$ cat src/hw/rtl/lcfp_pkg.sv
`timescale 1ns / 1ps

package lcfp_pkg;

	localparam int DEF_COLOR_BITS = 7;
	localparam int DEF_TIME_BITS  = 32;
	localparam int LEN_BITS       = 16;
	localparam int FUNC_BITS      = 2;
	localparam int STEP_BITS      = 4;

	localparam logic [LEN_BITS-1:0] FRAME_STEP_RESET = 16'd20;

	localparam logic [FUNC_BITS-1:0] FUNC_TICK  = 2'd0;
	localparam logic [FUNC_BITS-1:0] FUNC_SET   = 2'd1;
	localparam logic [FUNC_BITS-1:0] FUNC_PULSE = 2'd2;

	typedef logic [STEP_BITS-1:0] step_t;

	localparam step_t STEP_IDLE       = 4'd0;
	localparam step_t STEP_SCREEN     = 4'd1;
	localparam step_t STEP_ROUTE      = 4'd2;
	localparam step_t STEP_BEGIN      = 4'd3;
	localparam step_t STEP_HALF       = 4'd4;
	localparam step_t STEP_END_CHECK  = 4'd5;
	localparam step_t STEP_END_WAIT   = 4'd6;
	localparam step_t STEP_FINISH     = 4'd7;
	localparam step_t STEP_FRAME_CHK  = 4'd8;
	localparam step_t STEP_FRAME      = 4'd9;
	localparam step_t STEP_DIV_LOAD   = 4'd10;
	localparam step_t STEP_DIV_STEP   = 4'd11;
	localparam step_t STEP_DIV_STORE  = 4'd12;
	localparam step_t STEP_EMIT_WAIT  = 4'd13;
	localparam step_t STEP_EMIT       = 4'd14;

	typedef enum logic [3:0] {
		OP_NONE      = 4'd0,
		OP_ACCEPT    = 4'd1,
		OP_BEGIN     = 4'd2,
		OP_HALF      = 4'd3,
		OP_FINISH    = 4'd4,
		OP_FRAME     = 4'd5,
		OP_DIV_LOAD  = 4'd6,
		OP_DIV_STEP  = 4'd7,
		OP_DIV_STORE = 4'd8,
		OP_EMIT      = 4'd9
	} op_t;

	typedef enum logic [3:0] {
		C_NEVER     = 4'd0,
		C_ALWAYS    = 4'd1,
		C_NO_ITEM   = 4'd2,
		C_SKIP      = 4'd3,
		C_IS_TICK   = 4'd4,
		C_NOT_ENDED = 4'd5,
		C_OUT_BUSY  = 4'd6,
		C_NO_FRAME  = 4'd7,
		C_DIV_MORE  = 4'd8,
		C_CHAN_MORE = 4'd9
	} cond_t;

	typedef struct packed {
		op_t   op;
		cond_t cond;
		step_t target;
	} ucode_t;

	typedef struct packed {
		logic load;
		logic step;
	} div_ctrl_t;

	function automatic ucode_t ucode(input step_t s);
		ucode_t w;
		w = '{op: OP_NONE, cond: C_ALWAYS, target: STEP_IDLE};
		case (s)
			STEP_IDLE:      w = '{op: OP_ACCEPT,    cond: C_NO_ITEM,   target: STEP_IDLE};
			STEP_SCREEN:    w = '{op: OP_NONE,      cond: C_SKIP,      target: STEP_IDLE};
			STEP_ROUTE:     w = '{op: OP_NONE,      cond: C_IS_TICK,   target: STEP_HALF};
			STEP_BEGIN:     w = '{op: OP_BEGIN,     cond: C_ALWAYS,    target: STEP_IDLE};
			STEP_HALF:      w = '{op: OP_HALF,      cond: C_NEVER,     target: STEP_IDLE};
			STEP_END_CHECK: w = '{op: OP_NONE,      cond: C_NOT_ENDED, target: STEP_FRAME_CHK};
			STEP_END_WAIT:  w = '{op: OP_NONE,      cond: C_OUT_BUSY,  target: STEP_END_WAIT};
			STEP_FINISH:    w = '{op: OP_FINISH,    cond: C_ALWAYS,    target: STEP_IDLE};
			STEP_FRAME_CHK: w = '{op: OP_NONE,      cond: C_NO_FRAME,  target: STEP_IDLE};
			STEP_FRAME:     w = '{op: OP_FRAME,     cond: C_NEVER,     target: STEP_IDLE};
			STEP_DIV_LOAD:  w = '{op: OP_DIV_LOAD,  cond: C_NEVER,     target: STEP_IDLE};
			STEP_DIV_STEP:  w = '{op: OP_DIV_STEP,  cond: C_DIV_MORE,  target: STEP_DIV_STEP};
			STEP_DIV_STORE: w = '{op: OP_DIV_STORE, cond: C_CHAN_MORE, target: STEP_DIV_LOAD};
			STEP_EMIT_WAIT: w = '{op: OP_NONE,      cond: C_OUT_BUSY,  target: STEP_EMIT_WAIT};
			STEP_EMIT:      w = '{op: OP_EMIT,      cond: C_ALWAYS,    target: STEP_IDLE};
			default:        w = '{op: OP_NONE,      cond: C_ALWAYS,    target: STEP_IDLE};
		endcase
		return w;
	endfunction

endpackage

$ cat src/hw/rtl/lcfp_if.sv
`timescale 1ns / 1ps

interface lcfp_cmd_if
	import lcfp_pkg::*;
#(
	parameter int COLOR_BITS = DEF_COLOR_BITS,
	parameter int TIME_BITS  = DEF_TIME_BITS
) ();
	logic                  valid;
	logic                  ready;
	logic [FUNC_BITS-1:0]  func;
	logic [TIME_BITS-1:0]  now;
	logic [LEN_BITS-1:0]   duration;
	logic [COLOR_BITS-1:0] first_red;
	logic [COLOR_BITS-1:0] first_green;
	logic [COLOR_BITS-1:0] first_blue;
	logic [COLOR_BITS-1:0] second_red;
	logic [COLOR_BITS-1:0] second_green;
	logic [COLOR_BITS-1:0] second_blue;

	modport source (output valid, func, now, duration, first_red, first_green, first_blue,
		second_red, second_green, second_blue, input ready);
	modport sink (input valid, func, now, duration, first_red, first_green, first_blue,
		second_red, second_green, second_blue, output ready);
endinterface

interface lcfp_res_if
	import lcfp_pkg::*;
#(
	parameter int COLOR_BITS = DEF_COLOR_BITS
) ();
	logic                  valid;
	logic                  ready;
	logic [COLOR_BITS-1:0] red;
	logic [COLOR_BITS-1:0] green;
	logic [COLOR_BITS-1:0] blue;
	logic                  done_res;

	modport source (output valid, red, green, blue, done_res, input ready);
	modport sink (input valid, red, green, blue, done_res, output ready);
endinterface

$ cat src/hw/rtl/lcfp_div.sv
`timescale 1ns / 1ps

module lcfp_div
	import lcfp_pkg::*;
#(
	parameter int DIVIDEND_BITS = DEF_COLOR_BITS + LEN_BITS,
	parameter int DIVISOR_BITS  = LEN_BITS
) (
	input  logic                     clk,
	input  logic                     arst_n,
	input  div_ctrl_t                ctrl,
	input  logic [DIVIDEND_BITS-1:0] dividend,
	input  logic [DIVISOR_BITS-1:0]  divisor,
	output logic [DIVIDEND_BITS-1:0] quotient,
	output logic                     last
);
	localparam int CNT_BITS = $clog2(DIVIDEND_BITS);

	logic [DIVIDEND_BITS-1:0] quo_q;
	logic [DIVISOR_BITS-1:0]  rem_q;
	logic [CNT_BITS-1:0]      cnt_q;
	logic [DIVISOR_BITS:0]    trial;
	logic [DIVISOR_BITS:0]    diff;
	logic                     fits;

	assign trial = {rem_q, quo_q[DIVIDEND_BITS-1]};
	assign diff  = trial - {1'b0, divisor};
	assign fits  = trial >= {1'b0, divisor};

	always_ff @(posedge clk or negedge arst_n) begin
		if (!arst_n) begin
			cnt_q <= '0;
		end else if (ctrl.load) begin
			cnt_q <= '0;
		end else if (ctrl.step) begin
			cnt_q <= cnt_q + 1'b1;
		end
	end

	always_ff @(posedge clk) begin
		if (ctrl.load) begin
			quo_q <= dividend;
			rem_q <= '0;
		end else if (ctrl.step) begin
			quo_q <= {quo_q[DIVIDEND_BITS-2:0], fits};
			rem_q <= fits ? diff[DIVISOR_BITS-1:0] : trial[DIVISOR_BITS-1:0];
		end
	end

	assign quotient = quo_q;
	assign last     = cnt_q == CNT_BITS'(DIVIDEND_BITS - 1);
endmodule

$ cat src/hw/rtl/led_color_fade_pulse.sv
`timescale 1ns / 1ps
// Whole-strip color fader: linear crossfade to a target color, or endless
// pulsing between two colors.
// Channels: cmd (valid/ready beat carrying func, now, duration and two colors),
// res (valid/ready beat carrying red, green, blue, done_res), and a frame_step
// write port (cfg_we, cfg_data), which the user writes only while the block is
// idle; the block itself has no check for this. Each cmd beat is taken in the
// idle step of a microcoded sequencer. Set and pulse commands give no result;
// a tick while idle and an unknown func are skipped. A tick returns to idle
// when nothing is due, emits a done result when the fade ends, and computes a
// frame when one is due: each color channel runs a restoring divider one
// quotient bit per cycle.
// The result sits in an output register; the next cmd beat is taken while it
// waits. When a tick needs to emit and res still holds an untaken beat, the
// sequencer holds in a wait step until the receiver takes it.
// Reset clears the fade colors, times and flags, sets frame_step to 20 and drops
// res.valid; the block takes cmd beats on the first cycle after reset.
module led_color_fade_pulse
	import lcfp_pkg::*;
#(
	parameter int COLOR_BITS = DEF_COLOR_BITS,
	parameter int TIME_BITS  = DEF_TIME_BITS
) (
	input  logic                clk,
	input  logic                arst_n,
	lcfp_cmd_if.sink            cmd,
	lcfp_res_if.source          res,
	input  logic                cfg_we,
	input  logic [LEN_BITS-1:0] cfg_data
);
	localparam int DIV_BITS = COLOR_BITS + LEN_BITS;

	typedef logic [COLOR_BITS-1:0] color_t;

	step_t                step_q;
	step_t                step_d;
	ucode_t               uw;
	logic                 take;

	logic [LEN_BITS-1:0]  frame_step_q;
	logic [FUNC_BITS-1:0] func_q;
	logic [TIME_BITS-1:0] now_q;
	logic [LEN_BITS-1:0]  dur_q;
	color_t               first_q [3];
	color_t               second_q [3];

	color_t               shown_q [3];
	color_t               start_q [3];
	color_t               target_q [3];
	color_t               alt_q [3];
	logic [TIME_BITS-1:0] start_time_q;
	logic [TIME_BITS-1:0] end_time_q;
	logic [TIME_BITS-1:0] next_frame_q;
	logic [LEN_BITS-1:0]  len_q;
	logic                 anim_q;
	logic                 pulse_q;

	logic [TIME_BITS-1:0] elapsed_q;
	logic [1:0]           chan_q;

	logic                 out_valid_q;
	color_t               out_red_q;
	color_t               out_green_q;
	color_t               out_blue_q;
	logic                 out_done_q;

	logic                 out_busy;
	logic                 ended;
	logic                 frame_due;
	logic                 skip;
	logic                 full;
	logic                 up;
	color_t               cur_s;
	color_t               cur_t;
	color_t               mag;
	color_t               quo;
	color_t               blended;

	div_ctrl_t            div_ctrl;
	logic [DIV_BITS-1:0]  div_quo;
	logic                 div_last;
	logic [DIV_BITS-1:0]  product;

	assign uw        = ucode(step_q);
	assign out_busy  = out_valid_q && !res.ready;
	assign ended     = now_q >= end_time_q;
	assign frame_due = now_q > next_frame_q;
	assign skip      = !(func_q == FUNC_SET || func_q == FUNC_PULSE ||
		(func_q == FUNC_TICK && anim_q));
	assign full      = (len_q == '0) || (elapsed_q >= TIME_BITS'(len_q));

	assign cur_s   = start_q[chan_q];
	assign cur_t   = target_q[chan_q];
	assign up      = cur_t >= cur_s;
	assign mag     = up ? cur_t - cur_s : cur_s - cur_t;
	assign product = DIV_BITS'(mag) * DIV_BITS'(elapsed_q[LEN_BITS-1:0]);
	assign quo     = div_quo[COLOR_BITS-1:0];
	assign blended = full ? cur_t : (up ? cur_s + quo : cur_s - quo);

	assign div_ctrl.load = uw.op == OP_DIV_LOAD;
	assign div_ctrl.step = uw.op == OP_DIV_STEP;

	lcfp_div #(
		.DIVIDEND_BITS(DIV_BITS),
		.DIVISOR_BITS (LEN_BITS)
	) u_div (
		.clk     (clk),
		.arst_n  (arst_n),
		.ctrl    (div_ctrl),
		.dividend(product),
		.divisor (len_q),
		.quotient(div_quo),
		.last    (div_last)
	);

	always_comb begin
		case (uw.cond)
			C_NEVER:     take = 1'b0;
			C_ALWAYS:    take = 1'b1;
			C_NO_ITEM:   take = !cmd.valid;
			C_SKIP:      take = skip;
			C_IS_TICK:   take = func_q == FUNC_TICK;
			C_NOT_ENDED: take = !ended;
			C_OUT_BUSY:  take = out_busy;
			C_NO_FRAME:  take = !frame_due;
			C_DIV_MORE:  take = !div_last;
			C_CHAN_MORE: take = chan_q != 2'd2;
			default:     take = 1'b1;
		endcase
		step_d = take ? uw.target : step_t'(step_q + 1'b1);
	end

	assign cmd.ready = uw.op == OP_ACCEPT;

	always_ff @(posedge clk or negedge arst_n) begin
		if (!arst_n) begin
			step_q <= STEP_IDLE;
		end else begin
			step_q <= step_d;
		end
	end

	always_ff @(posedge clk or negedge arst_n) begin
		if (!arst_n) begin
			frame_step_q <= FRAME_STEP_RESET;
		end else if (cfg_we) begin
			frame_step_q <= cfg_data;
		end
	end

	always_ff @(posedge clk) begin
		if (uw.op == OP_ACCEPT && cmd.valid) begin
			func_q      <= cmd.func;
			now_q       <= cmd.now;
			dur_q       <= cmd.duration;
			first_q[0]  <= cmd.first_red;
			first_q[1]  <= cmd.first_green;
			first_q[2]  <= cmd.first_blue;
			second_q[0] <= cmd.second_red;
			second_q[1] <= cmd.second_green;
			second_q[2] <= cmd.second_blue;
		end
		if (uw.op == OP_FRAME) begin
			elapsed_q <= now_q - start_time_q;
		end
	end

	always_ff @(posedge clk or negedge arst_n) begin
		if (!arst_n) begin
			for (int c = 0; c < 3; c++) begin
				shown_q[c]  <= '0;
				start_q[c]  <= '0;
				target_q[c] <= '0;
				alt_q[c]    <= '0;
			end
			start_time_q <= '0;
			end_time_q   <= '0;
			next_frame_q <= '0;
			len_q        <= '0;
			anim_q       <= 1'b0;
			pulse_q      <= 1'b0;
			chan_q       <= '0;
		end else begin
			case (uw.op)
				OP_BEGIN: begin
					for (int c = 0; c < 3; c++) begin
						start_q[c]  <= shown_q[c];
						target_q[c] <= first_q[c];
						if (func_q == FUNC_PULSE) begin
							alt_q[c] <= second_q[c];
						end
					end
					start_time_q <= now_q;
					len_q        <= dur_q;
					next_frame_q <= now_q + TIME_BITS'(frame_step_q);
					end_time_q   <= now_q + TIME_BITS'(dur_q);
					anim_q       <= 1'b1;
					pulse_q      <= func_q == FUNC_PULSE;
				end
				OP_HALF: begin
					if (pulse_q && ended) begin
						start_time_q <= end_time_q;
						end_time_q   <= end_time_q + TIME_BITS'(len_q);
						for (int c = 0; c < 3; c++) begin
							start_q[c]  <= target_q[c];
							target_q[c] <= alt_q[c];
							alt_q[c]    <= target_q[c];
						end
					end
				end
				OP_FINISH: begin
					anim_q <= 1'b0;
					for (int c = 0; c < 3; c++) begin
						shown_q[c] <= target_q[c];
					end
				end
				OP_FRAME: begin
					next_frame_q <= next_frame_q + TIME_BITS'(frame_step_q);
					chan_q       <= '0;
				end
				OP_DIV_STORE: begin
					shown_q[chan_q] <= blended;
					chan_q          <= chan_q + 2'd1;
				end
				default: begin
				end
			endcase
		end
	end

	always_ff @(posedge clk or negedge arst_n) begin
		if (!arst_n) begin
			out_valid_q <= 1'b0;
		end else if (uw.op == OP_FINISH || uw.op == OP_EMIT) begin
			out_valid_q <= 1'b1;
		end else if (res.ready) begin
			out_valid_q <= 1'b0;
		end
	end

	always_ff @(posedge clk) begin
		if (uw.op == OP_FINISH) begin
			out_red_q   <= target_q[0];
			out_green_q <= target_q[1];
			out_blue_q  <= target_q[2];
			out_done_q  <= 1'b1;
		end else if (uw.op == OP_EMIT) begin
			out_red_q   <= shown_q[0];
			out_green_q <= shown_q[1];
			out_blue_q  <= shown_q[2];
			out_done_q  <= 1'b0;
		end
	end

	assign res.valid    = out_valid_q;
	assign res.red      = out_red_q;
	assign res.green    = out_green_q;
	assign res.blue     = out_blue_q;
	assign res.done_res = out_done_q;

	a_load_free: assert property (@(posedge clk) disable iff (!arst_n)
		(uw.op == OP_FINISH || uw.op == OP_EMIT) |-> !out_busy)
		else $error("result register loaded while a beat is still pending");

	a_finish_stops: assert property (@(posedge clk) disable iff (!arst_n)
		(uw.op == OP_FINISH) |=> (!anim_q && res.valid && res.done_res))
		else $error("finished fade did not stop the animation or emit done");

	a_stop_only_on_finish: assert property (@(posedge clk) disable iff (!arst_n)
		$fell(anim_q) |-> $past(uw.op == OP_FINISH))
		else $error("animation stopped outside the finish step");

	a_quotient_fits: assert property (@(posedge clk) disable iff (!arst_n)
		(uw.op == OP_DIV_STORE && !full) |-> (div_quo[DIV_BITS-1:COLOR_BITS] == '0))
		else $error("blend quotient exceeds the color range");

	a_chan_range: assert property (@(posedge clk) disable iff (!arst_n)
		(uw.op == OP_DIV_LOAD) |-> (chan_q != 2'd3))
		else $error("channel index out of range");
endmodule
$ cat src/flat_wrapper.sv
// flat-port wrapper written by rule: the top's interface ports become plain ports
module led_color_fade_pulse_flat import lcfp_pkg::*;
#(
	parameter int COLOR_BITS = DEF_COLOR_BITS,
	parameter int TIME_BITS  = DEF_TIME_BITS
)
  (clk, arst_n, cfg_we, cfg_data, cmd_valid, cmd_func, cmd_now, cmd_duration, cmd_first_red, cmd_first_green, cmd_first_blue, cmd_second_red, cmd_second_green, cmd_second_blue, cmd_ready, res_valid, res_red, res_green, res_blue, res_done_res, res_ready);
  lcfp_cmd_if #(.COLOR_BITS(COLOR_BITS), .TIME_BITS(TIME_BITS)) cmd_i ();
  lcfp_res_if #(.COLOR_BITS(COLOR_BITS)) res_i ();
  input  logic clk;
  input  logic arst_n;
  input  logic cfg_we;
  input  logic [LEN_BITS-1:0] cfg_data;
  input wire logic [$bits(cmd_i.valid)-1:0] cmd_valid;
  input wire logic [$bits(cmd_i.func)-1:0] cmd_func;
  input wire logic [$bits(cmd_i.now)-1:0] cmd_now;
  input wire logic [$bits(cmd_i.duration)-1:0] cmd_duration;
  input wire logic [$bits(cmd_i.first_red)-1:0] cmd_first_red;
  input wire logic [$bits(cmd_i.first_green)-1:0] cmd_first_green;
  input wire logic [$bits(cmd_i.first_blue)-1:0] cmd_first_blue;
  input wire logic [$bits(cmd_i.second_red)-1:0] cmd_second_red;
  input wire logic [$bits(cmd_i.second_green)-1:0] cmd_second_green;
  input wire logic [$bits(cmd_i.second_blue)-1:0] cmd_second_blue;
  output wire logic [$bits(cmd_i.ready)-1:0] cmd_ready;
  output wire logic [$bits(res_i.valid)-1:0] res_valid;
  output wire logic [$bits(res_i.red)-1:0] res_red;
  output wire logic [$bits(res_i.green)-1:0] res_green;
  output wire logic [$bits(res_i.blue)-1:0] res_blue;
  output wire logic [$bits(res_i.done_res)-1:0] res_done_res;
  input wire logic [$bits(res_i.ready)-1:0] res_ready;
  assign cmd_i.valid = cmd_valid;
  assign cmd_i.func = cmd_func;
  assign cmd_i.now = cmd_now;
  assign cmd_i.duration = cmd_duration;
  assign cmd_i.first_red = cmd_first_red;
  assign cmd_i.first_green = cmd_first_green;
  assign cmd_i.first_blue = cmd_first_blue;
  assign cmd_i.second_red = cmd_second_red;
  assign cmd_i.second_green = cmd_second_green;
  assign cmd_i.second_blue = cmd_second_blue;
  assign cmd_ready = cmd_i.ready;
  assign res_valid = res_i.valid;
  assign res_red = res_i.red;
  assign res_green = res_i.green;
  assign res_blue = res_i.blue;
  assign res_done_res = res_i.done_res;
  assign res_i.ready = res_ready;
  led_color_fade_pulse #(.COLOR_BITS(COLOR_BITS), .TIME_BITS(TIME_BITS)) u_core (.clk(clk), .arst_n(arst_n), .cmd(cmd_i), .res(res_i), .cfg_we(cfg_we), .cfg_data(cfg_data));
endmodule
$ cat config.mk
export PLATFORM = sky130hd
export DESIGN_NAME = led_color_fade_pulse_flat
export DESIGN_NICKNAME = d
export VERILOG_FILES = /design/src/hw/rtl/lcfp_pkg.sv /design/src/hw/rtl/lcfp_if.sv /design/src/hw/rtl/lcfp_div.sv /design/src/hw/rtl/led_color_fade_pulse.sv /design/src/flat_wrapper.sv
export SDC_FILE = /design/constraint.sdc
export NUM_CORES = 1
export LEC_CHECK = 0
export ABC_AREA = 1
export BUFFER_PORTS_ARGS = -buffer_cell sky130_fd_sc_hd__buf_4
export CORE_MARGIN = 2
export CORE_UTILIZATION = 57
export DETAILED_ROUTE_END_ITERATION = 7
export HOLD_SLACK_MARGIN = 0.05
export PLACE_DENSITY = 0.82
export SETUP_SLACK_MARGIN = 0.2
export SLEW_MARGIN = 10
export SYNTH_ARGS = -nofsm -noshare
export SYNTH_HDL_FRONTEND = slang
export SYNTH_SLANG_ARGS = --single-unit
$ cat constraint.sdc
create_clock -name clk -period 8.22 [get_ports clk]
set_input_delay 1.644 -clock clk [delete_from_list [all_inputs] [get_ports clk]]
set_output_delay 1.644 -clock clk [all_outputs]
set_load 0.03 [all_outputs]
* After elaboration in Yosys (flattened, before gate mapping) *
Memory sizes are Yosys's and may differ from the RTL's.
Index checks and enable logic that the tools add are counted.
W data, S select, Z words.

cells by class
  add/sub/neg operators = 13
  multipliers = 1
  order comparisons = 7
  equal/unequal tests = 23
  multiplexer cells = 45
  bitwise gates (word level) = 1
  reductions and logical operators = 28

operator list
  operator              number
  $pmux W32 S2          3
  $pmux W21 S2          4
  $add A32 B16 Y32      4
  $mux W7               17
  $mux W32              2
  $mux W23              2
  $mux W21              2
  $eq A4 B3 Y1 const B  8
  $ge A32 B16 Y1        1
  $ge A32 B32 Y1        1
  $gt A32 B32 Y1        1
  $sub A32 B32 Y32      1
  $bmux W7 S2           2
  $mul A7 B16 Y23       1
  $bwmux W21            1
  $sub A7 B7 Y7         3
  $ge A17 B16 Y1        1
  $eq A4 B2 Y1 const B  4
  $eq A4 B4 Y1 const B  4
  $logic_not A16 Y1     1
  $mux W16              1
  $reduce_bool A2 Y1    8
  $sub A16 B16 Y16      1
  $demux W7 S2          1
  27 further kinds      44

storage, ports and cells
  bits in registers = 369
  bits in writable memories = 42
  bits in read-only memories = 192
  input port bits = 113
  output and inout port bits = 24
  word-level logic and storage cells = 154
  memories kept = 3

memory list
  name              words  width  rd ports  clocked after memory_dff  write ports  line                        text
  (name not given)  16     12     1         0                         0            lcfp_pkg.sv:75              case (s)
  u_core.first_q    3      7      3         0                         3            led_color_fade_pulse.sv:44  color_t first_q [3];
  u_core.second_q   3      7      3         0                         3            led_color_fade_pulse.sv:45  color_t second_q [3];

* Longest topological paths before layout *
  word-level depth = 9
  depth in mapped cells = 39

* Hierarchy *
Synthesis repeated with hierarchy kept, for this count alone.

second synthesis, totals
  cells, all modules = 4055
  area total of the unflattened synthesis = 30949.7 um^2

by module, submodules not included
  module                instances  cells an instance  area each (um^2)  seq. area each (um^2)
  led_color_fade_pulse  1          3602               27844.2           9907.0
  lcfp_div              1          453                3105.5            1136.1

* Worst setup path after synthesis *
Ideal clock, no wire load.

  kind = in2reg
  from = input port cmd_valid
  to = register u_core.dur_q[0] (enable)
  arrival = 7909 ps
  data required time = 7564 ps
  path slack = -345 ps
  stages on the path = 2
  cell sequence = inv_1 nor3_1

on the way
  word-level cells in the longest chain between the ends = 1

ends and longest elaborated chain
  element               line                         text
  from (decl)           flat_wrapper.sv:14           input wire logic [$bits(cmd_i.valid)-1:0] cmd_valid;
  $logic_and A1 B1 Y1   led_color_fade_pulse.sv:152  if (uw.op == OP_ACCEPT && cmd.valid) begin
  to (signal assigned)  led_color_fade_pulse.sv:155  dur_q <= cmd.duration;
  to (decl)             led_color_fade_pulse.sv:43   logic [LEN_BITS-1:0] dur_q;

No other way between the ends.
A chain may end at the register's enable or synchronous reset.

* Worst setup path after layout *
  from = register u_core.chan_q[0]
  to = register u_core.u_div.quo_q[22], in the netlist u_core.u_div.quotient[22], data pin

on the way
  word-level cells in the longest chain between the ends = 8
  elaborated cells between the ends (all ways) = 13

ends and longest elaborated chain
  element                                               line                                                    text
  from (decl)                                           led_color_fade_pulse.sv:59                              logic [1:0] chan_q;
  from (signal assigned)                                led_color_fade_pulse.sv:223                             chan_q <= chan_q + 2'd1;
  $not A2 Y3 (implied by the code) *                    led_color_fade_pulse.sv:92, led_color_fade_pulse.sv:93
  $bmux W7 S2, on equally long branches                 led_color_fade_pulse.sv:92, led_color_fade_pulse.sv:93
  $mux W7, on equally long branches (2 in series)       led_color_fade_pulse.sv:92, led_color_fade_pulse.sv:93
  $sub A7 B7 Y7 / $ge A7 B7 Y1 (equally long branches)  led_color_fade_pulse.sv:95, led_color_fade_pulse.sv:94
  $mux W7 *                                             led_color_fade_pulse.sv:95                              assign mag = up ? cur_t - cur_s : cur_s - cur_t;
  $mul A7 B16 Y23 *                                     led_color_fade_pulse.sv:96                              assign product = DIV_BITS'(mag) * DIV_BITS'(elapsed_q[LEN_BITS-1:0]);
  $mux W23 *                                            lcfp_div.sv:41                                          if (ctrl.load) begin
  to (signal assigned)                                  lcfp_div.sv:42                                          quo_q <= dividend;
  to (signal assigned)                                  lcfp_div.sv:45                                          quo_q <= {quo_q[DIVIDEND_BITS-2:0], fits};
  to (decl)                                             lcfp_div.sv:19                                          logic [DIVIDEND_BITS-1:0] quo_q;

Mark *: on every way between the ends. The rest lies on a longest branch, timed or not. The select of a mux whose other input is x is not followed.

==> parameters.txt <==
Parameter                              Value

Status
  Outcome ... finished, final reports clean

Route
  Overall via count from detail_route ... 28000
  Average detailed-routed wire length per instance ... 18.2 um
  Remaining design rule violation count ... 0
  Top Layer Used ... met4
  Metal2 WL ... 40.6 mm
  Detailed Route WL ... 88.2 mm
  Initial DRC count ... 2438
  Via density ... 5.76
  Number of search-and-repair iterations in the first detailed-routing pass ... 6
  Post-Route M1 WL ... 36.1 mm
  Post-route ant nets ... 0
  Total length of routed met3 wires ... 7.93 mm

Clocking
  Clock sink total ... 411
  Maximum count of clock buffers along a single path ... 3
  Buffer cell driving the clock tree root ... clkbuf_16
  Clock latency on the worst-skew pair ... 610 ps
  TritonCTS clock tree ... built
  Cts hold-fix bufs ... 0
  Maximum level of the CTS H-tree ... 2
  Reg clk slew, reported paths ... 60 ps
  Number of buffers inserted during clock tree synthesis ... 45

Floorplanning
  Floorplan die height ... 236 um
  Io pins ... 137
  Initial Utilization ... 0.573
  Number of rows in the core area ... 85
  Horizontal extent of the die ... 236 um
  Area of the die ... 55800 um^2
  Area inside the core boundary ... 53600 um^2

Flow run
  Max-cap violations ... 0

Worst setup path
  Startpoint of the lowest-slack register-to-register path ... u_core.chan_q[0]
  Largest delay share family, worst path ... adder cells
  Critical path capture point type ... flop
  Most used cell, CP ... nand2_1
  Crit path largest cell delay ... 550 ps
  Source of the critical timing path ... u_core.chan_q[0]
  Cell count of the worst reg-to-reg path ... 35
  Startpoint class of the critical path ... flop
  Maximum fanout encountered on the critical timing path ... 16
  CP Depth ... 35
  Critical path required time ... 8580 ps
  FF-to-FF setup slack ... 830 ps
  Classification of the worst setup path ... flop to flop
  Last element of the critical path ... u_core.u_div.quotient[22]
  Worst Path Arrival ... 7750 ps
  Cell at the slowest stage of the critical path ... fa_1
  Capture instance of the worst register-to-register path ... u_core.u_div.quotient[22]
  Bufs and invs on worst path ... 9

Global route
  First-pass GRT wire length ... 140 mm
  Via count of the first global-routing pass ... 26700
  Largest net degree at the start of global routing ... 119
  Global-route usage over all layers ... 0.316
  Remaining global-route overflow ... 0
  Number of antenna violations at the first check in global routing ... 2

Finish
  Synth-to-Final Area Change ... 9.84%
  Layout cells sized above 1 ... 0.0747
  Most frequent cells in the layout ... 1129 x nand2_1, 503 x inv_1, 320 x o21ai_0
  Diodes inserted ... 0
  Most common cell after layout, fill and taps aside ... nand2_1
  # nets final ... 4564

STA
  TNS Setup ... 0 ps
  Number of endpoints failing setup at the final stage ... 0
  RSZ-0062 raised after global routing ... false
  Clock Skew ... 19.2 ps
  Peak Freq ... 135 MHz
  Slew Limit Headroom ... 0.214
  Tightest Pin Transition ... 1170 ps
  Clock period minus final worst setup slack ... 7390 ps
  Fin. max-slew vios ... 0
  Post-route clock period utilization ... 0.900
  Final Hold Vio Count ... 0

Place
  Routability congestion estimate from global placement ... 1.01
  Number of input and output port buffers inserted ... 136
  Detail Placement HPWL ... 67.3 mm

Synthesis
  Synthesized-area fraction occupied by xor and xnor cells ... 0.0271
  Post-synth net total ... 4470
  Cell variety after synth ... 57
  Share of synthesized registers carrying an async set or reset ... 0.550
  Dominant register cell in the synthesized netlist ... dfrtp_1
  Synth Register Bits ... 411
  Gate count after technology mapping ... 4032
  Proportion of synthesized chip area in sequential cells ... 0.359
  Area fraction in compound gates after synthesis ... 0.114
  Post-Synth Adder-Cell Area ... 0.151
  Number of flops mapped to enable cells by yosys ... 168
  Area of the mapped netlist ... 30700 um^2
  Combinational family with the most area after synthesis ... simple AND/OR/NAND/NOR gates
  Mean post-synth cell area ... 7.62 um^2
  Warnings from Yosys ... 0
  Share of synthesized area spent on multiplexers ... 0.00587
  Simple-gate portion of the synthesized area ... 0.262

Worst hold path
  Hold crit path type ... flop to flop
[worst min-delay path by stage]
stage | from | endpoint | slack (ps) | cells past startpoint
2_1_floorplan | u_core.anim_q | u_core.anim_q | 440 | 2
3_3_place_gp | u_core.res.done_res | u_core.res.done_res | 450 | 2
3_5_place_dp | u_core.res.done_res | u_core.res.done_res | 450 | 2
4_1_cts | u_core.res.done_res | u_core.res.done_res | 460 | 2
5_1_grt | u_core.res.done_res | u_core.res.done_res | 460 | 2
6_report | u_core.res.done_res | u_core.res.done_res | 460 | 2
[cell type report]
class | count | area [um^2]
clock buffer | 72 | 1320
clock inverter | 11 | 119
fill | 4735 | 19900
inverter | 510 | 1920
multi-input combinational | 2995 | 17200
sequential | 411 | 11000
tap | 696 | 871
timing repair buffer | 163 | 1230
[cell usage after synthesis, types with 7 or more instances]
| cell type | n | area share |
|---|---|---|
| nand2_1 | 1132 | 0.14 |
| inv_1 | 504 | 0.062 |
| o21ai_0 | 320 | 0.052 |
| nor2_1 | 304 | 0.037 |
| nand3_1 | 295 | 0.048 |
| ha_1 | 248 | 0.10 |
| dfrtp_1 | 224 | 0.18 |
| a21oi_1 | 196 | 0.032 |
| edfxtp_1 | 168 | 0.16 |
| fa_1 | 77 | 0.050 |
| nand4_1 | 64 | 0.013 |
| xor2_1 | 63 | 0.018 |
| clkbuf_1 | 52 | 0.0064 |
| buf_2 | 40 | 0.0065 |
| nor3_1 | 37 | 0.0060 |
| or2_2 | 32 | 0.0065 |
| xnor2_1 | 32 | 0.0091 |
| a31oi_1 | 24 | 0.0049 |
| a21o_1 | 22 | 0.0054 |
| dfxtp_1 | 17 | 0.011 |
| mux2_2 | 16 | 0.0059 |
| nor4_1 | 16 | 0.0033 |
| o21ai_1 | 15 | 0.0024 |
| buf_4 | 13 | 0.0032 |
| a32oi_1 | 12 | 0.0034 |
| o21bai_1 | 10 | 0.0024 |
| a21boi_0 | 9 | 0.0022 |
| buf_1 | 8 | 0.00098 |
| nand3b_1 | 8 | 0.0020 |
| o21a_1 | 8 | 0.0020 |
| o211ai_1 | 7 | 0.0017 |
[per-layer routing]
layer | global-route usage | up-vias
li1 | - | 13500
met1 | 0.421 | 13100
met2 | 0.512 | 1191
met3 | 0.0598 | 210
met4 | 0.127 | 0
met5 | 0 | -
[sequential cells by signal (all words and copies together), names as in the netlist, 5 cells and up]
register and flops:
u_core.res.red 7, u_core.start_time_q 32, u_core.u_div.quotient 23, u_core.alt_q 21, u_core.start_q 21, u_core.u_div.rem_q 16, u_core.first_q 21, u_core.res.blue 7
u_core.u_div.cnt_q 5, u_core.target_q 21, u_core.frame_step_q 16, u_core.res.green 7, u_core.elapsed_q 32, u_core.shown_q 21, u_core.second_q 21, u_core.len_q 16
u_core.now_q 32, u_core.next_frame_q 32, u_core.dur_q 16, u_core.end_time_q 32
[worst register-to-register path: cells and delay by family, from the launching register on]
| kind | cells | cell delay [ps] |
|---|---|---|
| AO/OA/AOI/OAI | 5 | 1020 |
| buffers and inverters | 9 | 910 |
| AND/OR/NAND/NOR | 14 | 1690 |
| XOR/XNOR | 1 | 170 |
| flip-flops | 1 | 500 |
| adder cells (fa/ha/maj) | 6 | 2880 |
[cells by family (layout without fill, tap and decap cells)]
kind of cell / count (synthesis) / after routing
AOI/OAI and AO/OA: 645 / 645
muxes: 16 / 16
DFF: 411 / 411
adders and majority gates: 325 / 325
and+or+nand+nor: 1914 / 1914
xor gates and xnor gates: 95 / 95
buffers and inverters: 626 / 756
[per-stage QoR]
stage | utilization | instance area [um^2] | worst slack, ps | cells | hold slack [ps]
6_report | 0.630 | 33700 | 826 | 4858 | 459
5_1_grt | 0.630 | 33700 | 193 | 4858 | 464
4_1_cts | 0.629 | 33700 | 399 | 4855 | 462
3_5_place_dp | 0.602 | 32300 | 388 | 4772 | 453
3_3_place_gp | 0.602 | 32300 | 545 | 4772 | 449
2_1_floorplan | - | 30700 | 1320 | 4032 | 443
[repair_timing]
item | 4_1_cts | 5_1_grt
resized for setup | 0 | 6
setup buffers | 0 | 3
endpoints found under the setup margin | 0 | 13
Power is left out: the tool's default activity adds up to more than one toggle a clock period on the data nets, which glitch-free logic cannot reach.
